## config.mk

```make
export PLATFORM = sky130hd
export DESIGN_NAME = rolling_window_average_core
export DESIGN_NICKNAME = d
export VERILOG_FILES = /design/src/rwa_pkg.sv /design/src/rwa_store.sv /design/src/rwa_div.sv /design/src/rolling_window_average_core.sv
export SDC_FILE = /design/constraint.sdc
export NUM_CORES = 1
export LEC_CHECK = 0
export BUFFER_PORTS_ARGS = -buffer_cell sky130_fd_sc_hd__buf_4
export CORE_MARGIN = 8
export CORE_UTILIZATION = 55
export CTS_CLUSTER_DIAMETER = 150
export DETAILED_ROUTE_END_ITERATION = 12
export GPL_TIMING_DRIVEN = 0
export HOLD_SLACK_MARGIN = 0.1
export PLACE_DENSITY = 0.67
export SLEW_MARGIN = 25
export SYNTH_ARGS = -nofsm -noshare
export SYNTH_HDL_FRONTEND = slang
export SYNTH_HIERARCHICAL = 1
export SYNTH_SLANG_ARGS = --single-unit
export TNS_END_PERCENT = 20
```

## constraint.sdc

```tcl
create_clock -name i_clk -period 7.05 [get_ports i_clk]
set_input_delay 0 -clock i_clk [delete_from_list [all_inputs] [get_ports i_clk]]
set_output_delay 0 -clock i_clk [all_outputs]
set_load 0.05 [all_outputs]
```

## src/rwa_pkg.sv

```systemverilog
package rwa_pkg;

    localparam int WINDOW_DEPTH_DEF = 32;
    localparam int SAMPLE_WIDTH_DEF = 24;
    localparam int CFG_W            = 6;
    localparam logic [CFG_W-1:0] WIN_RESET = 6'd30;

    typedef enum logic [2:0] {
        S_IDLE,
        S_UPDATE,
        S_START,
        S_DIV,
        S_HOLD
    } t_state;

    typedef struct packed {
        logic rd_en;
        logic wr_en;
        logic clr;
    } t_store_ctl;

endpackage

```

## src/rwa_store.sv

```systemverilog
module rwa_store #(
    parameter int DEPTH = rwa_pkg::WINDOW_DEPTH_DEF,
    parameter int DW    = rwa_pkg::SAMPLE_WIDTH_DEF,
    parameter int AW    = 5
) (
    input  logic                 i_clk,
    input  logic                 i_rst_n,
    input  rwa_pkg::t_store_ctl  i_ctl,
    input  logic [AW-1:0]        i_addr,
    input  logic [DW-1:0]        i_wr_data,
    output logic [DW-1:0]        o_rd_data
);
    import rwa_pkg::*;

    logic [DW-1:0]    r_mem [DEPTH];
    logic [DEPTH-1:0] r_vld;
    logic [DW-1:0]    r_rd_data;
    logic             r_rd_hit;

    always_ff @(posedge i_clk) begin
        if (i_ctl.wr_en) begin
            r_mem[i_addr] <= i_wr_data;
        end
        if (i_ctl.rd_en) begin
            r_rd_data <= r_mem[i_addr];
        end
    end

    // slot valid bits; an empty slot reads as zero
    always_ff @(posedge i_clk) begin
        if (!i_rst_n || i_ctl.clr) begin
            r_vld    <= '0;
            r_rd_hit <= 1'b0;
        end else begin
            if (i_ctl.wr_en) begin
                r_vld[i_addr] <= 1'b1;
            end
            if (i_ctl.rd_en) begin
                r_rd_hit <= r_vld[i_addr];
            end
        end
    end

    assign o_rd_data = r_rd_hit ? r_rd_data : '0;

endmodule

```

## src/rwa_div.sv

```systemverilog
module rwa_div #(
    parameter int TOT_W = 29,
    parameter int NW    = 6
) (
    input  logic                    i_clk,
    input  logic                    i_rst_n,
    input  logic                    i_start,
    input  logic signed [TOT_W-1:0] i_total,
    input  logic [NW-1:0]           i_divisor,
    output logic                    o_done,
    output logic                    o_neg,
    output logic [TOT_W-1:0]        o_quot
);
    import rwa_pkg::*;

    localparam int CW = $clog2(TOT_W + 1);

    logic             r_busy;
    logic             r_done;
    logic [CW-1:0]    r_cnt;
    logic             r_neg;
    logic [TOT_W-1:0] r_shr;
    logic [NW-1:0]    r_rem;
    logic [NW-1:0]    r_div;
    logic [NW:0]      trial;
    logic             q_bit;

    // one quotient bit per cycle, dividend shifts out as quotient shifts in
    assign trial = {r_rem, r_shr[TOT_W-1]};
    assign q_bit = (trial >= {1'b0, r_div});

    always_ff @(posedge i_clk) begin
        if (!i_rst_n) begin
            r_busy <= 1'b0;
            r_done <= 1'b0;
            r_cnt  <= '0;
        end else begin
            r_done <= r_busy && (r_cnt == CW'(1));
            if (i_start) begin
                r_busy <= 1'b1;
                r_cnt  <= CW'(TOT_W);
            end else if (r_busy) begin
                r_cnt <= r_cnt - CW'(1);
                if (r_cnt == CW'(1)) begin
                    r_busy <= 1'b0;
                end
            end
        end
    end

    always_ff @(posedge i_clk) begin
        if (i_start) begin
            r_neg <= i_total[TOT_W-1];
            r_shr <= i_total[TOT_W-1] ? (-i_total) : i_total;
            r_rem <= '0;
            r_div <= i_divisor;
        end else if (r_busy) begin
            r_shr <= {r_shr[TOT_W-2:0], q_bit};
            r_rem <= q_bit ? NW'(trial - {1'b0, r_div}) : trial[NW-1:0];
        end
    end

    assign o_done = r_done;
    assign o_neg  = r_neg;
    assign o_quot = r_shr;

endmodule

```

## src/rolling_window_average_core.sv

```systemverilog
// Boxcar moving average. Each accepted sample replaces the oldest slot of a
// circular window of window_size slots (0 acts as 1, values above
// WINDOW_DEPTH act as WINDOW_DEPTH); the running total is updated and then
// divided by the window size with truncation toward zero. One result per
// sample. The division is done by a bit-serial divider that produces one
// quotient bit per cycle; the next sample is taken once the result is in
// the output register. Slots are empty after reset and after a
// window_size write, and empty slots count as zero.
module rolling_window_average_core #(
    parameter int WINDOW_DEPTH = rwa_pkg::WINDOW_DEPTH_DEF,
    parameter int SAMPLE_WIDTH = rwa_pkg::SAMPLE_WIDTH_DEF
) (
    input  logic                            i_clk,
    input  logic                            i_rst_n,
    input  logic                            i_valid,
    output logic                            o_stall,
    input  logic signed [SAMPLE_WIDTH-1:0]  i_sample,
    output logic                            o_valid,
    input  logic                            i_stall,
    output logic signed [SAMPLE_WIDTH-1:0]  o_average,
    input  logic                            i_cfg_valid,
    output logic                            o_cfg_ready,
    input  logic [rwa_pkg::CFG_W-1:0]       i_cfg_window_size
);
    import rwa_pkg::*;

    localparam int PW    = (WINDOW_DEPTH > 1) ? $clog2(WINDOW_DEPTH) : 1;
    localparam int NW    = $clog2(WINDOW_DEPTH + 1);
    localparam int TOT_W = SAMPLE_WIDTH + $clog2(WINDOW_DEPTH);

    t_state                    r_state, n_state;
    logic [CFG_W-1:0]          r_win;
    logic [PW-1:0]             r_pos;
    logic [PW-1:0]             r_slot;
    logic signed [TOT_W-1:0]   r_total;
    logic signed [SAMPLE_WIDTH-1:0] r_sample;
    logic                      r_out_valid;
    logic signed [SAMPLE_WIDTH-1:0] r_average;

    logic [NW-1:0]             n_eff;
    logic [PW-1:0]             pos_eff;
    logic [NW-1:0]             pos_inc;
    logic                      in_xfer;
    logic                      cfg_xfer;
    logic                      out_free;
    logic                      out_load;
    logic                      div_start;
    logic                      div_done;
    logic                      div_neg;
    logic [TOT_W-1:0]          div_quot;
    logic [TOT_W-1:0]          avg_full;
    logic [SAMPLE_WIDTH-1:0]   old_slot;
    t_store_ctl                store_ctl;

    always_comb begin
        if (r_win == '0) begin
            n_eff = NW'(1);
        end else if (int'(r_win) > WINDOW_DEPTH) begin
            n_eff = NW'(WINDOW_DEPTH);
        end else begin
            n_eff = NW'(r_win);
        end
    end

    assign pos_eff  = (NW'(r_pos) >= n_eff) ? '0 : r_pos;
    assign pos_inc  = NW'(r_slot) + NW'(1);

    assign o_stall     = (r_state != S_IDLE);
    assign o_cfg_ready = (r_state == S_IDLE);
    assign in_xfer     = i_valid && (r_state == S_IDLE);
    assign cfg_xfer    = i_cfg_valid && o_cfg_ready;
    assign out_free    = !r_out_valid || !i_stall;

    always_comb begin
        n_state = r_state;
        case (r_state)
            S_IDLE: begin
                if (in_xfer) begin
                    n_state = S_UPDATE;
                end
            end
            S_UPDATE: n_state = S_START;
            S_START:  n_state = S_DIV;
            S_DIV: begin
                if (div_done) begin
                    n_state = out_free ? S_IDLE : S_HOLD;
                end
            end
            S_HOLD: begin
                if (out_free) begin
                    n_state = S_IDLE;
                end
            end
            default: n_state = S_IDLE;
        endcase
    end

    always_comb begin
        store_ctl.rd_en = 1'b0;
        store_ctl.wr_en = 1'b0;
        store_ctl.clr   = cfg_xfer;
        div_start       = 1'b0;
        out_load        = 1'b0;
        case (r_state)
            S_IDLE:   store_ctl.rd_en = in_xfer;
            S_UPDATE: store_ctl.wr_en = 1'b1;
            S_START:  div_start = 1'b1;
            S_DIV:    out_load = div_done && out_free;
            S_HOLD:   out_load = out_free;
            default: begin
                store_ctl.rd_en = 1'b0;
            end
        endcase
    end

    always_ff @(posedge i_clk) begin
        if (!i_rst_n) begin
            r_state <= S_IDLE;
            r_win   <= WIN_RESET;
            r_pos   <= '0;
            r_total <= '0;
        end else begin
            r_state <= n_state;
            if (cfg_xfer) begin
                r_win   <= i_cfg_window_size;
                r_pos   <= '0;
                r_total <= '0;
            end else if (r_state == S_UPDATE) begin
                r_total <= r_total + TOT_W'(r_sample)
                           - TOT_W'(signed'(old_slot));
                r_pos   <= (pos_inc >= n_eff) ? '0 : PW'(pos_inc);
            end
        end
    end

    always_ff @(posedge i_clk) begin
        if (in_xfer) begin
            r_sample <= i_sample;
            r_slot   <= pos_eff;
        end
    end

    rwa_store #(
        .DEPTH (WINDOW_DEPTH),
        .DW    (SAMPLE_WIDTH),
        .AW    (PW)
    ) u_store (
        .i_clk     (i_clk),
        .i_rst_n   (i_rst_n),
        .i_ctl     (store_ctl),
        .i_addr    ((r_state == S_IDLE) ? pos_eff : r_slot),
        .i_wr_data (r_sample),
        .o_rd_data (old_slot)
    );

    rwa_div #(
        .TOT_W (TOT_W),
        .NW    (NW)
    ) u_div (
        .i_clk     (i_clk),
        .i_rst_n   (i_rst_n),
        .i_start   (div_start),
        .i_total   (r_total),
        .i_divisor (n_eff),
        .o_done    (div_done),
        .o_neg     (div_neg),
        .o_quot    (div_quot)
    );

    assign avg_full = div_neg ? (-div_quot) : div_quot;

    always_ff @(posedge i_clk) begin
        if (!i_rst_n) begin
            r_out_valid <= 1'b0;
        end else if (out_load) begin
            r_out_valid <= 1'b1;
        end else if (!i_stall) begin
            r_out_valid <= 1'b0;
        end
    end

    always_ff @(posedge i_clk) begin
        if (out_load) begin
            r_average <= avg_full[SAMPLE_WIDTH-1:0];
        end
    end

    assign o_valid   = r_out_valid;
    assign o_average = r_average;

endmodule
```

==> flow_summary.toml <==
[hold_path]
hold_start = "i_sample[22]"
hold_class = "input port to flop"

[finish]
final_cell_area_um2 = 47500
final_core_util_pct = 65.2
antenna_cells = 0
syn2layout_area_growth_pct = 17.6
layout.nets = 2763
drive_above_1_share_pct = 20.8
final_common_cell = "edfxtp_1"
final_cell_mix = "edfxtp_1 (881), mux4_2 (195), inv_1 (138), nand2_1 (118), clkbuf_16 (98)"

[sta]
grt_setup_unrepaired = "false"
finalClockSkew_ns = 0.0797
relSlewSlack_pct = 19.5
worst_pin_slew_ns = 1.20
worst_slack_ns = 0.964
fmaxAchievable_mhz = 164
hold_viol = 0
hold_slack_ns = 0.125
setup_viol = 0
min_period_over_period_pct = 86.3
slew_viol_final = 0
final.min_clock_period_ns = 6.09

[synth]
ys_seq_elements = 971
synthArstFlopShare_pct = 0
synth-edff-count = 881
ys_seq_area_share_pct = 70.0
netlist_area_um2 = 40400
synth.distinct_cells = 82
syn-num-nets = 2477
synth_warnings = 6
syn_area_per_cell_um2 = 17.1
synthCells = 2361
synth_ff_type = "edfxtp_1"

[placed_design]
io_buffers = 61
place.gp.congestion = 0.839
place_area_um2 = 43400
place_hpwl_um = 72700
pre_cts_ws_ns = 1.14

[detailed_routing]
dr.pass1.iters = 5
drc = 0
vias_per_cell = 6.36
num_vias = 23400
avgRoutedWirePerCell_um = 29.2
routed_wl_um = 107000
postRouteAntennaNets = 0
drt_iter0_markers = 2814

[critical_path]
crit_arrival_ns = 6.48
crit_family = "simple AND/OR/NAND/NOR gates"
required_ns = 7.44
cp-start-kind = "flop"
crit_fanout = 11
path_buf_inv = 5
critPathMaxStageDelay_ns = 0.76
crit_top_cell = "buf_2"
crit_start = "r_win[2]$_SDFFE_PN1P_"
worstReg2RegStart = "r_win[2]$_SDFFE_PN1P_"
cp_slowest_cell = "nor2_4"
end_kind = "flop"
path_cells = "nor4_1, nor2_1, nor2_1, ha_1, nand2b_1, a21o_1, a21o_1, a21oi_1, nor2b_1, o21ai_0, and2_1, mux2_2, buf_2, buf_2, buf_2, nand3b_1, nor2_4, buf_16, buf_8"
critPathKind = "flop to flop"

[floorplanning]
die_w_um = 287
rows = 99
dieArea_um2 = 82400
initial_core_util_pct = 55.5
die_h_um = 287
core-area_um2 = 72800
pin_count = 62

[clock_tree]
clk_pin_slew_ns = 0.06
cts.sinks = 971
post_cts_buffers = 0
root_buffer = "clkbuf_16"
clk_latency_ns = 0.69
clockBufferDepth = 3
numCtsBuffers = 98
cts_tree = "yes"
htreeDepth = 3

[pwr]
leakage_nw = 15.8
vdd_drop_max_uv = 236
powerDensity_nw_per_um2 = 306

[grt]
grt_pass1_vias = 23500
grt_max_degree = 35
gr-total-overflow = 0
grt_use_total_pct = 25.9
grt_pass1_wl_um = 155000
antenna_found_initial = 4

[run]
maxCapViolCount = 0

[status]
status = "completed"
-- final timing paths --
kind,endpoint,slack [ns],cells past startpoint
max reg2reg,u_store/r_mem[2][13]$_DFFE_PP_,0.96,19
min reg2reg,u_store/r_vld[3]$_SDFFE_PP0P_,0.46,1
max,u_store/r_mem[2][13]$_DFFE_PP_,0.96,19
min,r_sample[22]$_DFFE_PP_,0.13,2
-- cells in the mapped netlist (all sizes together) (6+ instances only) --
cell / count / share of area [%]
a21o: 17 / 0.32
fa: 29 / 1.4
o21ai: 43 / 0.54
o31ai: 19 / 0.46
nand4: 29 / 0.45
nor2: 121 / 1.1
or3: 8 / 0.14
nor3b: 6 / 0.14
buf: 48 / 0.79
mux4: 197 / 11
xor2: 45 / 0.98
o41ai: 10 / 0.29
a22oi: 97 / 1.8
nand3b: 7 / 0.13
mux2i: 10 / 0.25
and2: 31 / 0.48
nor3: 10 / 0.14
o21a: 36 / 0.67
dfxtp: 90 / 4.5
nor4: 7 / 0.20
xnor2: 38 / 0.82
nor2b: 10 / 0.15
nand3: 24 / 0.33
nand2: 119 / 1.1
ha: 52 / 1.6
edfxtp: 881 / 65
clkbuf: 64 / 0.59
inv: 140 / 1.3
a21oi: 87 / 1.1
nand2b: 11 / 0.17
a211oi: 10 / 0.19
-- worst register-to-register path, cell delays in order, from the launching register on --
cell and delay, ns:
dfxtp_1 0.34, nor4_1 0.33, nor2_1 0.08, nor2_1 0.25, ha_1 0.29, nand2b_1 0.14
a21o_1 0.17, a21o_1 0.18, a21oi_1 0.14, nor2b_1 0.07, o21ai_0 0.36, and2_1 0.22
mux2_2 0.15, buf_2 0.31, buf_2 0.43, buf_2 0.47, nand3b_1 0.72, nor2_4 0.77
buf_16 0.24, buf_8 0.18
-- stage by stage --
step / TNS [ns] / total power, mW / std cells
2_1_floorplan: 0 / 8.62 / 2361
3_3_place_gp: -45.48 / 9.36 / 3381
4_1_cts: 0 / 14.6 / 3669
3_5_place_dp: 0 / 9.47 / 3425
5_1_grt: 0 / 15.0 / 3684
6_report: 0 / 14.5 / 3684
-- cells by family after synthesis --
group                    synth area share [%]
AND/OR/NAND/NOR                          5.03
flip-flops                               70.0
adder cells (fa/ha/maj)                  3.05
AO/OA/AOI/OAI                            6.10
multiplexers                             11.4
buffers and inverters                    2.68
XOR/XNOR                                 1.80
-- area by class of cell --
| class | count | area [um2] |
|---|---|---|
| tap | 959 | 1200 |
| inverter | 140 | 526 |
| clock buffer | 121 | 2550 |
| clock inverter | 57 | 632 |
| sequential | 971 | 28300 |
| buffer | 112 | 568 |
| fill | 4955 | 25300 |
| multi-input combinational | 1138 | 11300 |
| timing repair buffer | 186 | 2460 |
-- layer usage --
layer	GRT usage [%]	vias to the layer above	part of all wire (%)
met3	4.30	274	8.7
li1	-	9821	-
met2	43.5	1260	49
met5	0	-	0.012
met4	10.3	2	4.6
met1	33.8	12100	38
-- flip-flops by register name, summed over array words and instances, names as in the netlist --
signal,flops
u_store/r_rd_data,24
r_state,3
u_store/r_rd_hit,1
u_div/r_div,6
u_store/r_vld,32
r_pos,5
o_average,24
u_div/r_busy,1
u_div/o_done,1
r_win,6
o_valid,1
u_div/o_quot,29
u_div/o_neg,1
r_total,29
r_sample,24
u_div/r_rem,6
u_div/r_cnt,5
r_slot,5
u_store/r_mem,768
-- where the power goes --
part | total (mW) | internal, mW | switching [mW] | leakage (nW)
Clock | 5.10 | 2.92 | 2.19 | 1.53
Sequential | 6.76 | 6.56 | 0.198 | 8.69
Combinational | 2.68 | 1.06 | 1.62 | 5.61
-- what timing repair did --
action                                 in CTS  in global routing
hold buffers                               66                  0
endpoints found under the hold margin      96                  0
resized for setup                           0                  0
Note: power is estimated with default switching activity, not from simulation.
